File: config.mk
export PLATFORM = sky130hd
export DESIGN_NAME = trimmed_mean_adc_conditioner_core
export DESIGN_NICKNAME = d
export VERILOG_FILES = /design/src/hdl/tmac_pkg.sv /design/src/hdl/trimmed_mean_adc_conditioner_core.sv
export SDC_FILE = /design/constraint.sdc
export NUM_CORES = 1
export LEC_CHECK = 0
export BUFFER_PORTS_ARGS = -buffer_cell sky130_fd_sc_hd__buf_2
export CORE_MARGIN = 2
export CORE_UTILIZATION = 40
export DETAILED_ROUTE_END_ITERATION = 10
export PLACE_DENSITY_LB_ADDON = 0.25
export SYNTH_ARGS = -nofsm -noshare
export SYNTH_HDL_FRONTEND = slang
export SYNTH_SLANG_ARGS = --single-unit
File: constraint.sdc
create_clock -name clk -period 14.35 [get_ports clk]
set_input_delay 1.435 -clock clk [delete_from_list [all_inputs] [get_ports clk]]
set_output_delay 1.435 -clock clk [all_outputs]
set_load 0.02 [all_outputs]
File: src/hdl/tmac_pkg.sv
package tmac_pkg;

    localparam int CHANNELS        = 5;
    localparam int SAMPLES_PER_SET = 5;
    localparam int POST_DIVIDE     = 4;
    localparam int NUM_OFFSETS     = 5;

    localparam int CH_W      = 3;
    localparam int SAMPLE_W  = 12;
    localparam int SUM_W     = 15;
    localparam int CNT_W     = 3;
    localparam int LEVEL_W   = 10;
    localparam int CC_W      = 8;
    localparam int OUT_W     = 11;
    localparam int CFG_W     = 10;
    localparam int DB_W      = 8;
    localparam int ADDR_W    = 5;
    localparam int DATA_W    = 32;
    localparam int CH_IDX_W  = (CHANNELS > 1) ? $clog2(CHANNELS) : 1;

    // Trimmed mean: divide by (SAMPLES_PER_SET - 2), then by POST_DIVIDE, both
    // truncating, so one floor division by their product. Done as a multiply
    // by a rounded-up reciprocal; exact for every sum below 2**SUM_W.
    localparam int DIV_TOTAL   = (SAMPLES_PER_SET - 2) * POST_DIVIDE;
    localparam int RECIP_SHIFT = 32;
    localparam int RECIP_W     = 31;
    localparam longint unsigned RECIP_FULL =
        ((64'd1 << RECIP_SHIFT) + DIV_TOTAL - 1) / DIV_TOTAL;
    localparam logic [RECIP_W-1:0] RECIP = RECIP_FULL[RECIP_W-1:0];

    localparam logic [CFG_W-1:0] OFFSET_CH0_RST = 10'd0;
    localparam logic [CFG_W-1:0] OFFSET_CH1_RST = 10'd521;
    localparam logic [CFG_W-1:0] OFFSET_CH2_RST = 10'd523;
    localparam logic [CFG_W-1:0] OFFSET_CH3_RST = 10'd454;
    localparam logic [CFG_W-1:0] OFFSET_CH4_RST = 10'd521;
    localparam logic [CFG_W-1:0] DEADBAND_RST   = 10'd15;
    localparam logic [CFG_W-1:0] CLAMP_RST      = 10'd300;
    localparam logic [DB_W-1:0]  DEBOUNCE_RST   = 8'd12;

    typedef enum logic [2:0] {
        REG_OFFSET_CH0  = 3'd0,
        REG_OFFSET_CH1  = 3'd1,
        REG_OFFSET_CH2  = 3'd2,
        REG_OFFSET_CH3  = 3'd3,
        REG_OFFSET_CH4  = 3'd4,
        REG_DEADBAND    = 3'd5,
        REG_CLAMP_LIMIT = 3'd6,
        REG_DEBOUNCE    = 3'd7
    } reg_idx_t;

    typedef struct packed {
        logic [SUM_W-1:0]    sum;
        logic [SAMPLE_W-1:0] min_s;
        logic [SAMPLE_W-1:0] max_s;
        logic [CNT_W-1:0]    cnt;
    } stat_entry_t;

    typedef struct packed {
        logic [LEVEL_W-1:0] held;
        logic [CC_W-1:0]    cc;
    } deb_entry_t;

endpackage

File: src/hdl/trimmed_mean_adc_conditioner_core.sv
// Channel    Direction  Handshake                Payload
// s_axis     in         tvalid/tready            tuser: channel, tdata: sample
// m_axis     out        tvalid/tready            tuser: out_channel, tdata: level
// apb        in         psel/penable/pready      paddr/pwdata/prdata, 8 registers
//
// One beat per clock sustained while the skid register is empty; a completed set's
// result passes through stage registers v1_reg to v7_reg into the output register.
// The rate is set by the two read-modify-write loops on the statistics memory
// and on the debounce memory, each closed with a forwarding path.
// Reset clears per-entry valid bits at once; no clearing pass is needed.
// s_axis_tready drops only while the skid register holds a result.
module trimmed_mean_adc_conditioner_core (
    input  logic                       clk,
    input  logic                       rst_n,

    input  logic                       s_axis_tvalid,
    output logic                       s_axis_tready,
    input  logic [15:0]                s_axis_tdata,   // [11:0] sample
    input  logic [7:0]                 s_axis_tuser,   // [2:0] channel

    output logic                       m_axis_tvalid,
    input  logic                       m_axis_tready,
    output logic [15:0]                m_axis_tdata,   // [10:0] level (signed)
    output logic [7:0]                 m_axis_tuser,   // [2:0] out_channel

    input  logic                       psel,
    input  logic                       penable,
    input  logic                       pwrite,
    input  logic [tmac_pkg::ADDR_W-1:0] paddr,
    input  logic [tmac_pkg::DATA_W-1:0] pwdata,
    output logic [tmac_pkg::DATA_W-1:0] prdata,
    output logic                       pready
);

    localparam int CH_W     = tmac_pkg::CH_W;
    localparam int SAMPLE_W = tmac_pkg::SAMPLE_W;
    localparam int SUM_W    = tmac_pkg::SUM_W;
    localparam int CNT_W    = tmac_pkg::CNT_W;
    localparam int LEVEL_W  = tmac_pkg::LEVEL_W;
    localparam int CC_W     = tmac_pkg::CC_W;
    localparam int OUT_W    = tmac_pkg::OUT_W;
    localparam int CFG_W    = tmac_pkg::CFG_W;
    localparam int DB_W     = tmac_pkg::DB_W;
    localparam int IDX_W    = tmac_pkg::CH_IDX_W;
    localparam int PROD_W   = SUM_W + tmac_pkg::RECIP_W;

    // ------------------------------------------------------------------
    // Configuration registers
    // ------------------------------------------------------------------
    logic [CFG_W-1:0] offset_reg [tmac_pkg::NUM_OFFSETS];
    logic [CFG_W-1:0] deadband_reg;
    logic [CFG_W-1:0] clamp_reg;
    logic [DB_W-1:0]  debounce_reg;

    logic               cfg_wr;
    tmac_pkg::reg_idx_t cfg_idx;

    assign pready  = 1'b1;
    assign cfg_wr  = psel && penable && pwrite && pready;
    assign cfg_idx = tmac_pkg::reg_idx_t'(paddr[4:2]);

    always_ff @(posedge clk or negedge rst_n)
    begin
        if (!rst_n)
        begin
            offset_reg[0] <= tmac_pkg::OFFSET_CH0_RST;
            offset_reg[1] <= tmac_pkg::OFFSET_CH1_RST;
            offset_reg[2] <= tmac_pkg::OFFSET_CH2_RST;
            offset_reg[3] <= tmac_pkg::OFFSET_CH3_RST;
            offset_reg[4] <= tmac_pkg::OFFSET_CH4_RST;
            deadband_reg  <= tmac_pkg::DEADBAND_RST;
            clamp_reg     <= tmac_pkg::CLAMP_RST;
            debounce_reg  <= tmac_pkg::DEBOUNCE_RST;
        end
        else if (cfg_wr)
        begin
            unique case (cfg_idx)
                tmac_pkg::REG_OFFSET_CH0,
                tmac_pkg::REG_OFFSET_CH1,
                tmac_pkg::REG_OFFSET_CH2,
                tmac_pkg::REG_OFFSET_CH3,
                tmac_pkg::REG_OFFSET_CH4:
                    offset_reg[paddr[4:2]] <= pwdata[CFG_W-1:0];
                tmac_pkg::REG_DEADBAND:    deadband_reg <= pwdata[CFG_W-1:0];
                tmac_pkg::REG_CLAMP_LIMIT: clamp_reg    <= pwdata[CFG_W-1:0];
                tmac_pkg::REG_DEBOUNCE:    debounce_reg <= pwdata[DB_W-1:0];
            endcase
        end
    end

    always_comb
    begin
        prdata = '0;
        unique case (cfg_idx)
            tmac_pkg::REG_OFFSET_CH0,
            tmac_pkg::REG_OFFSET_CH1,
            tmac_pkg::REG_OFFSET_CH2,
            tmac_pkg::REG_OFFSET_CH3,
            tmac_pkg::REG_OFFSET_CH4:
                prdata[CFG_W-1:0] = offset_reg[paddr[4:2]];
            tmac_pkg::REG_DEADBAND:    prdata[CFG_W-1:0] = deadband_reg;
            tmac_pkg::REG_CLAMP_LIMIT: prdata[CFG_W-1:0] = clamp_reg;
            tmac_pkg::REG_DEBOUNCE:    prdata[DB_W-1:0]  = debounce_reg;
        endcase
    end

    // ------------------------------------------------------------------
    // Pipeline control: every stage moves together on adv. The skid
    // register takes a result the output register cannot, and only a full
    // skid holds the pipeline.
    // ------------------------------------------------------------------
    logic skid_valid_reg;
    logic out_valid_reg;
    logic adv;
    logic in_beat;
    logic in_range;

    assign adv           = !skid_valid_reg;
    assign s_axis_tready = adv;
    assign in_beat       = s_axis_tvalid && s_axis_tready;
    assign in_range      = s_axis_tuser[CH_W-1:0] < CH_W'(tmac_pkg::CHANNELS);

    // ------------------------------------------------------------------
    // Statistics memory: sum, min, max and sample count per channel
    // ------------------------------------------------------------------
    tmac_pkg::stat_entry_t stat_mem [tmac_pkg::CHANNELS];
    logic [tmac_pkg::CHANNELS-1:0] stat_vld_reg;
    tmac_pkg::stat_entry_t stat_rd_reg;
    tmac_pkg::stat_entry_t stat_fwd_reg;
    logic                  stat_fwd_vld_reg;
    logic [CH_W-1:0]       stat_fwd_ch_reg;

    logic                  v1_reg;
    logic [CH_W-1:0]       ch1_reg;
    logic [SAMPLE_W-1:0]   s1_reg;

    tmac_pkg::stat_entry_t stat_cur;
    tmac_pkg::stat_entry_t stat_next;
    logic [CNT_W:0]        cnt_inc;
    logic                  set_done;

    always_ff @(posedge clk)
    begin
        if (adv)
        begin
            stat_rd_reg <= stat_mem[s_axis_tuser[IDX_W-1:0]];
            ch1_reg     <= s_axis_tuser[CH_W-1:0];
            s1_reg      <= s_axis_tdata[SAMPLE_W-1:0];
            if (v1_reg)
            begin
                stat_mem[ch1_reg[IDX_W-1:0]] <= stat_next;
                stat_fwd_reg                 <= stat_next;
                stat_fwd_ch_reg              <= ch1_reg;
            end
        end
    end

    always_comb
    begin
        // Take the most recently written entry when it is the same channel.
        if (stat_fwd_vld_reg && stat_fwd_ch_reg == ch1_reg)
            stat_cur = stat_fwd_reg;
        else if (stat_vld_reg[ch1_reg[IDX_W-1:0]])
            stat_cur = stat_rd_reg;
        else
            stat_cur = '0;

        cnt_inc  = {1'b0, stat_cur.cnt} + (CNT_W+1)'(1);
        set_done = cnt_inc == (CNT_W+1)'(tmac_pkg::SAMPLES_PER_SET);

        if (stat_cur.cnt == '0)
        begin
            stat_next.sum   = SUM_W'(s1_reg);
            stat_next.min_s = s1_reg;
            stat_next.max_s = s1_reg;
        end
        else
        begin
            stat_next.sum   = stat_cur.sum + SUM_W'(s1_reg);
            stat_next.min_s = (s1_reg < stat_cur.min_s) ? s1_reg : stat_cur.min_s;
            stat_next.max_s = (s1_reg > stat_cur.max_s) ? s1_reg : stat_cur.max_s;
        end
        stat_next.cnt = set_done ? '0 : cnt_inc[CNT_W-1:0];
    end

    // ------------------------------------------------------------------
    // Trim, then divide by reciprocal multiply
    // ------------------------------------------------------------------
    logic                v2_reg;
    logic [CH_W-1:0]     ch2_reg;
    logic [SUM_W-1:0]    sum2_reg;
    logic [SAMPLE_W-1:0] min2_reg;
    logic [SAMPLE_W-1:0] max2_reg;

    logic                v3_reg;
    logic [CH_W-1:0]     ch3_reg;
    logic [SUM_W-1:0]    trim3_reg;
    logic [SUM_W-1:0]    trim_next;

    logic                v4_reg;
    logic [CH_W-1:0]     ch4_reg;
    logic [LEVEL_W-1:0]  fresh4_reg;
    logic [PROD_W-1:0]   product;

    assign trim_next = sum2_reg - SUM_W'(min2_reg) - SUM_W'(max2_reg);
    assign product   = PROD_W'(trim3_reg) * PROD_W'(tmac_pkg::RECIP);

    always_ff @(posedge clk)
    begin
        if (adv)
        begin
            ch2_reg    <= ch1_reg;
            sum2_reg   <= stat_next.sum;
            min2_reg   <= stat_next.min_s;
            max2_reg   <= stat_next.max_s;
            ch3_reg    <= ch2_reg;
            trim3_reg  <= trim_next;
            ch4_reg    <= ch3_reg;
            fresh4_reg <= product[tmac_pkg::RECIP_SHIFT +: LEVEL_W];
        end
    end

    // ------------------------------------------------------------------
    // Debounce memory: held level and change count per channel
    // ------------------------------------------------------------------
    tmac_pkg::deb_entry_t deb_mem [tmac_pkg::CHANNELS];
    logic [tmac_pkg::CHANNELS-1:0] deb_vld_reg;
    tmac_pkg::deb_entry_t deb_rd_reg;
    tmac_pkg::deb_entry_t deb_fwd_reg;
    logic                 deb_fwd_vld_reg;
    logic [CH_W-1:0]      deb_fwd_ch_reg;

    tmac_pkg::deb_entry_t deb_cur;
    tmac_pkg::deb_entry_t deb_next;
    logic [CC_W:0]        cc_inc;

    always_ff @(posedge clk)
    begin
        if (adv)
        begin
            deb_rd_reg <= deb_mem[ch3_reg[IDX_W-1:0]];
            if (v4_reg)
            begin
                deb_mem[ch4_reg[IDX_W-1:0]] <= deb_next;
                deb_fwd_reg                 <= deb_next;
                deb_fwd_ch_reg              <= ch4_reg;
            end
        end
    end

    always_comb
    begin
        if (deb_fwd_vld_reg && deb_fwd_ch_reg == ch4_reg)
            deb_cur = deb_fwd_reg;
        else if (deb_vld_reg[ch4_reg[IDX_W-1:0]])
            deb_cur = deb_rd_reg;
        else
            deb_cur = '0;

        cc_inc   = {1'b0, deb_cur.cc} + (CC_W+1)'(1);
        deb_next = deb_cur;
        // Equal level leaves the count as it is.
        if (deb_cur.held != fresh4_reg)
        begin
            if (cc_inc >= (CC_W+1)'(debounce_reg))
            begin
                deb_next.held = fresh4_reg;
                deb_next.cc   = '0;
            end
            else
            begin
                deb_next.cc = cc_inc[CC_W-1:0];
            end
        end
    end

    // ------------------------------------------------------------------
    // Offset, deadband, clamp
    // ------------------------------------------------------------------
    logic                    v5_reg;
    logic [CH_W-1:0]         ch5_reg;
    logic [LEVEL_W-1:0]      held5_reg;

    logic                    v6_reg;
    logic [CH_W-1:0]         ch6_reg;
    logic signed [OUT_W-1:0] diff6_reg;
    logic signed [OUT_W-1:0] diff_next;

    logic                    v7_reg;
    logic [CH_W-1:0]         ch7_reg;
    logic signed [OUT_W-1:0] val7_reg;
    logic signed [OUT_W-1:0] mag;
    logic signed [OUT_W-1:0] db_next;

    logic signed [OUT_W-1:0] lim;
    logic signed [OUT_W-1:0] res_level;

    assign diff_next = $signed({1'b0, held5_reg}) - $signed({1'b0, offset_reg[ch5_reg]});
    assign mag       = diff6_reg[OUT_W-1] ? -diff6_reg : diff6_reg;
    assign db_next   = (mag < $signed({1'b0, deadband_reg})) ? '0 : diff6_reg;
    assign lim       = $signed({1'b0, clamp_reg});

    always_comb
    begin
        res_level = val7_reg;
        // Channel 0 is reported unclamped.
        if (ch7_reg != '0)
        begin
            priority if (val7_reg > lim)
                res_level = lim;
            else if (val7_reg < -lim)
                res_level = -lim;
            else
                res_level = val7_reg;
        end
    end

    always_ff @(posedge clk)
    begin
        if (adv)
        begin
            ch5_reg   <= ch4_reg;
            held5_reg <= deb_next.held;
            ch6_reg   <= ch5_reg;
            diff6_reg <= diff_next;
            ch7_reg   <= ch6_reg;
            val7_reg  <= db_next;
        end
    end

    // ------------------------------------------------------------------
    // Stage valids, memory valid bits, forwarding valids
    // ------------------------------------------------------------------
    always_ff @(posedge clk or negedge rst_n)
    begin
        if (!rst_n)
        begin
            v1_reg           <= 1'b0;
            v2_reg           <= 1'b0;
            v3_reg           <= 1'b0;
            v4_reg           <= 1'b0;
            v5_reg           <= 1'b0;
            v6_reg           <= 1'b0;
            v7_reg           <= 1'b0;
            stat_vld_reg     <= '0;
            deb_vld_reg      <= '0;
            stat_fwd_vld_reg <= 1'b0;
            deb_fwd_vld_reg  <= 1'b0;
        end
        else if (adv)
        begin
            v1_reg <= in_beat && in_range;
            v2_reg <= v1_reg && set_done;
            v3_reg <= v2_reg;
            v4_reg <= v3_reg;
            v5_reg <= v4_reg;
            v6_reg <= v5_reg;
            v7_reg <= v6_reg;
            if (v1_reg)
            begin
                stat_vld_reg[ch1_reg[IDX_W-1:0]] <= 1'b1;
                stat_fwd_vld_reg                 <= 1'b1;
            end
            if (v4_reg)
            begin
                deb_vld_reg[ch4_reg[IDX_W-1:0]] <= 1'b1;
                deb_fwd_vld_reg                 <= 1'b1;
            end
        end
    end

    // ------------------------------------------------------------------
    // Output register and skid
    // ------------------------------------------------------------------
    logic [CH_W-1:0]         out_ch_reg;
    logic signed [OUT_W-1:0] out_level_reg;
    logic [CH_W-1:0]         skid_ch_reg;
    logic signed [OUT_W-1:0] skid_level_reg;
    logic                    push;
    logic                    pop;

    assign push = adv && v7_reg;
    assign pop  = out_valid_reg && m_axis_tready;

    always_ff @(posedge clk or negedge rst_n)
    begin
        if (!rst_n)
        begin
            out_valid_reg  <= 1'b0;
            skid_valid_reg <= 1'b0;
        end
        else if (push)
        begin
            if (!out_valid_reg || m_axis_tready)
                out_valid_reg <= 1'b1;
            else
                skid_valid_reg <= 1'b1;
        end
        else if (pop)
        begin
            if (skid_valid_reg)
                skid_valid_reg <= 1'b0;
            else
                out_valid_reg <= 1'b0;
        end
    end

    always_ff @(posedge clk)
    begin
        if (push)
        begin
            if (!out_valid_reg || m_axis_tready)
            begin
                out_ch_reg    <= ch7_reg;
                out_level_reg <= res_level;
            end
            else
            begin
                skid_ch_reg    <= ch7_reg;
                skid_level_reg <= res_level;
            end
        end
        else if (pop && skid_valid_reg)
        begin
            out_ch_reg    <= skid_ch_reg;
            out_level_reg <= skid_level_reg;
        end
    end

    assign m_axis_tvalid = out_valid_reg;
    assign m_axis_tdata  = {{(16-OUT_W){1'b0}}, out_level_reg};
    assign m_axis_tuser  = {{(8-CH_W){1'b0}}, out_ch_reg};

    // ------------------------------------------------------------------
    // Assertions
    // ------------------------------------------------------------------
    a_skid_needs_out: assert property (@(posedge clk) disable iff (!rst_n)
        skid_valid_reg |-> out_valid_reg)
        else $error("skid holds a result while the output register is empty");

    a_stage1_in_range: assert property (@(posedge clk) disable iff (!rst_n)
        v1_reg |-> ch1_reg < CH_W'(tmac_pkg::CHANNELS))
        else $error("out-of-range channel entered the pipeline");

    a_count_below_set: assert property (@(posedge clk) disable iff (!rst_n)
        (adv && v1_reg) |-> stat_next.cnt < CNT_W'(tmac_pkg::SAMPLES_PER_SET - 1) + 1'b1)
        else $error("stored sample count reached a full set");

    a_level_range: assert property (@(posedge clk) disable iff (!rst_n)
        out_valid_reg |-> out_level_reg != $signed({1'b1, {(OUT_W-1){1'b0}}}))
        else $error("reported level outside the symmetric range");

    a_stall_holds_skid: assert property (@(posedge clk) disable iff (!rst_n)
        (skid_valid_reg && !m_axis_tready) |=> skid_valid_reg && $stable(skid_level_reg))
        else $error("stalled skid result changed");

endmodule
==> results.md <==
- Worst-path maximum fanout: 5
- Hold buffers post-CTS: 0
- Share of layout cells above drive strength 1: 19.0%
- DP Wirelength: 48900 um
- Antenna-violating nets left: 0
- Routed len/inst: 20.3 um
- Yosys cell types: 81
- Number of flip-flops in the largest register: 210
- First-pass GRT wire length: 118000 um
- Achievable Freq: 0.158 GHz
- Yosys warns: 0
- Min Hold Slack: 0.419 ns
- Slew headroom: 22.1%
- Setup violations, final: 0
- GRT Util Overall: 16.9%
- Synth area leader: edfxtp_1
- Syn avg cell area: 14.5 sq um
- Clock Path Buffers: 3
- Worst r2r path cells: 17
- Cell area after synthesis: 34700 sq um
- Hold path start: ch2_reg[0]$_DFFE_PN_
- Initial Utilization: 40.5%
- Core Footprint: 85500 sq um
- Register bit count reported by yosys: 682
- RSZ-0062 raised after global routing: false
- Multi-input gate area: 13400 sq um
- Worst skew pair latency: 0.61 ns
- FILL cells: 7557
- Clk_skew: 0.0271 ns
- Slew @ Worst Pin: 1.16 ns
- Share of the synthesized area in the top cell type: 50.5%
- First-pass DRT Iterations: 5
- DR iter-0 viols: 1154
- Die H: 298 um
- Setup bufs post-CTS: 0
- Reg-to-Reg Start: trim3_reg[11]$_DFFE_PN_
- Total congestion overflow: 0
- Initial antenna violation count: 1
- Chip Width: 298 um
- Final worst-path cycle share: 44.1%
- Residual DRC: 0
- Seq/Total Area, Yosys: 57.8%
- Setup TNS Final: 0 ns
- Critical path class: flop to flop
- Final WL: 74800 um
- Final instance area: 38600 sq um
- CP required: 14.69 ns
- Status: finished clean
- CTS tree: built
- GPL Wtd Cong: 0.848
- Clock Sinks: 682
- Die area: 89000 sq um
- Clock-pin slew on the worst setup and hold paths: 0.06 ns
- Area growth from synthesis to layout: 11.3%
- I/O pin total: 127
- Placed Area: 36200 sq um
- Port buffer count: 60
- Synth top area cells: edfxtp_1 51%, ha_1 7.6%, dfrtp_1 5.3%
- Primary FF master, synth: edfxtp_1
- H-Tree Depth: 3
- Via count: 19.5k
- CP startpoint kind: flop
- Hold depth: 0
- Layout Utilization: 45.1%
- Critical Path Source: trim3_reg[11]$_DFFE_PN_
- Post-Syn Instances: 2392
- Post-synth EDFFs: 583
- Max Cap Viol: 0
- Root Buffer Master: clkbuf_16
- CP endpoint kind: flop
- Vias in the first global route: 20.7k
- Final Max Slew Viols: 0
- Min-Delay Path Class: flop to flop
- Drt via density: 5.30
- Commonest cells in the netlist: 583 x edfxtp_1, 222 x inv_1, 210 x ha_1, 144 x mux2_2, 99 x nand2_1
- Post-CTS sizing: 0
- Final nets: 2844
- Final Hold Vio Count: 0
- Synth async-reset ratio: 14.5%
- Post-layout min period: 6.33 ns
- Pin count of the biggest net entering global routing: 60
- Cell with the most instances after synthesis: edfxtp_1
- CTS buffer count: 71
- Register area: 20000 sq um
- Row Count: 107
- Crit path DAT: 6.67 ns
-- layout by cell type, fill, tap and decap left out, drive strengths merged, types with 13 or more instances in the layout --
master / count
a21o: 27
a21oi: 69
a22o: 26
a22oi: 40
a31oi: 13
and2: 16
buf: 91
clkbuf: 96
clkinv: 23
conb: 33
dfrtp: 74
dfstp: 25
edfxtp: 583
fa: 83
ha: 210
inv: 225
mux2: 144
mux2i: 50
mux4: 80
nand2: 99
nand2b: 18
nand3: 37
nor2: 96
nor2b: 18
nor3: 26
o21a: 15
o21ai: 80
o22ai: 13
or2: 13
xnor2: 55
xor2: 23
-- path summary, 6_finish.rpt --
| path | to | slack (ns) |
|---|---|---|
| worst min register to register | ch3_reg[0]$_DFFE_PN_ | 0.42 |
| max in group asynchronous | stat_vld_reg[1]$_DFFE_PN0P_ | 12.30 |
| worst min-delay path | ch3_reg[0]$_DFFE_PN_ | 0.42 |
| worst max register to register | fresh4_reg[9]$_DFFE_PN_ | 8.02 |
| min in group asynchronous | debounce_reg[6]$_DFFE_PN0P_ | 0.82 |
| worst max-delay path | fresh4_reg[9]$_DFFE_PN_ | 8.02 |
-- through the flow --
step                std cells  worst slack, ns
detailed placement       3554             7.97
CTS                      3685             8.00
finish                   3686             8.02
global placement         3554             8.09
floorplan                2423             4.37
global route             3686             7.67
-- final cells by class --
cell class	count	area share (%)
antenna	1	0.00649
clock buffer	96	5.07
clock inverter	35	0.941
inverter	222	2.18
multi-input combinational	1415	34.8
sequential	682	51.9
tap	1144	3.71
timing repair buffer	91	1.40
-- logic make-up after synthesis --
family	after synthesis	share of synthesized area [%]
flip-flops	682	57.8
AND/OR/NAND/NOR	381	5.47
AO/OA/AOI/OAI	356	7.00
buffers and inverters	326	4.00
adder cells (fa/ha/maj)	293	12.4
multiplexers	274	11.3
XOR/XNOR	78	2.05
other	2	0.0217
-- worst max-delay path, stage by stage (launching register included) --
cell and delay, ns:
edfxtp_1 0.46, ha_1 0.34, inv_1 0.08, fa_1 0.48
inv_1 0.10, fa_1 0.75, fa_1 0.53, fa_1 0.54
fa_1 0.54, ha_1 0.38, nand3_1 0.10, o211ai_1 0.12
or4_1 0.45, o211ai_1 0.23, a211oi_1 0.14, o41ai_2 0.51
nor2_1 0.11, a211o_1 0.25
-- metal layers --
layer | routed length [um] | part of all wire [%] | GRT usage (%) | up-vias
met2 | 36900 | 49 | 28.7 | 405
met3 | 2940 | 3.9 | 2.21 | 115
li1 | - | - | - | 9059
met4 | 1690 | 2.3 | 4.79 | 0
met1 | 33300 | 44 | 22.8 | 9941
met5 | 0 | 0 | 0 | -
Power is left out: the tool's default activity adds up to more than one toggle a clock period on the data nets, which glitch-free logic cannot reach.
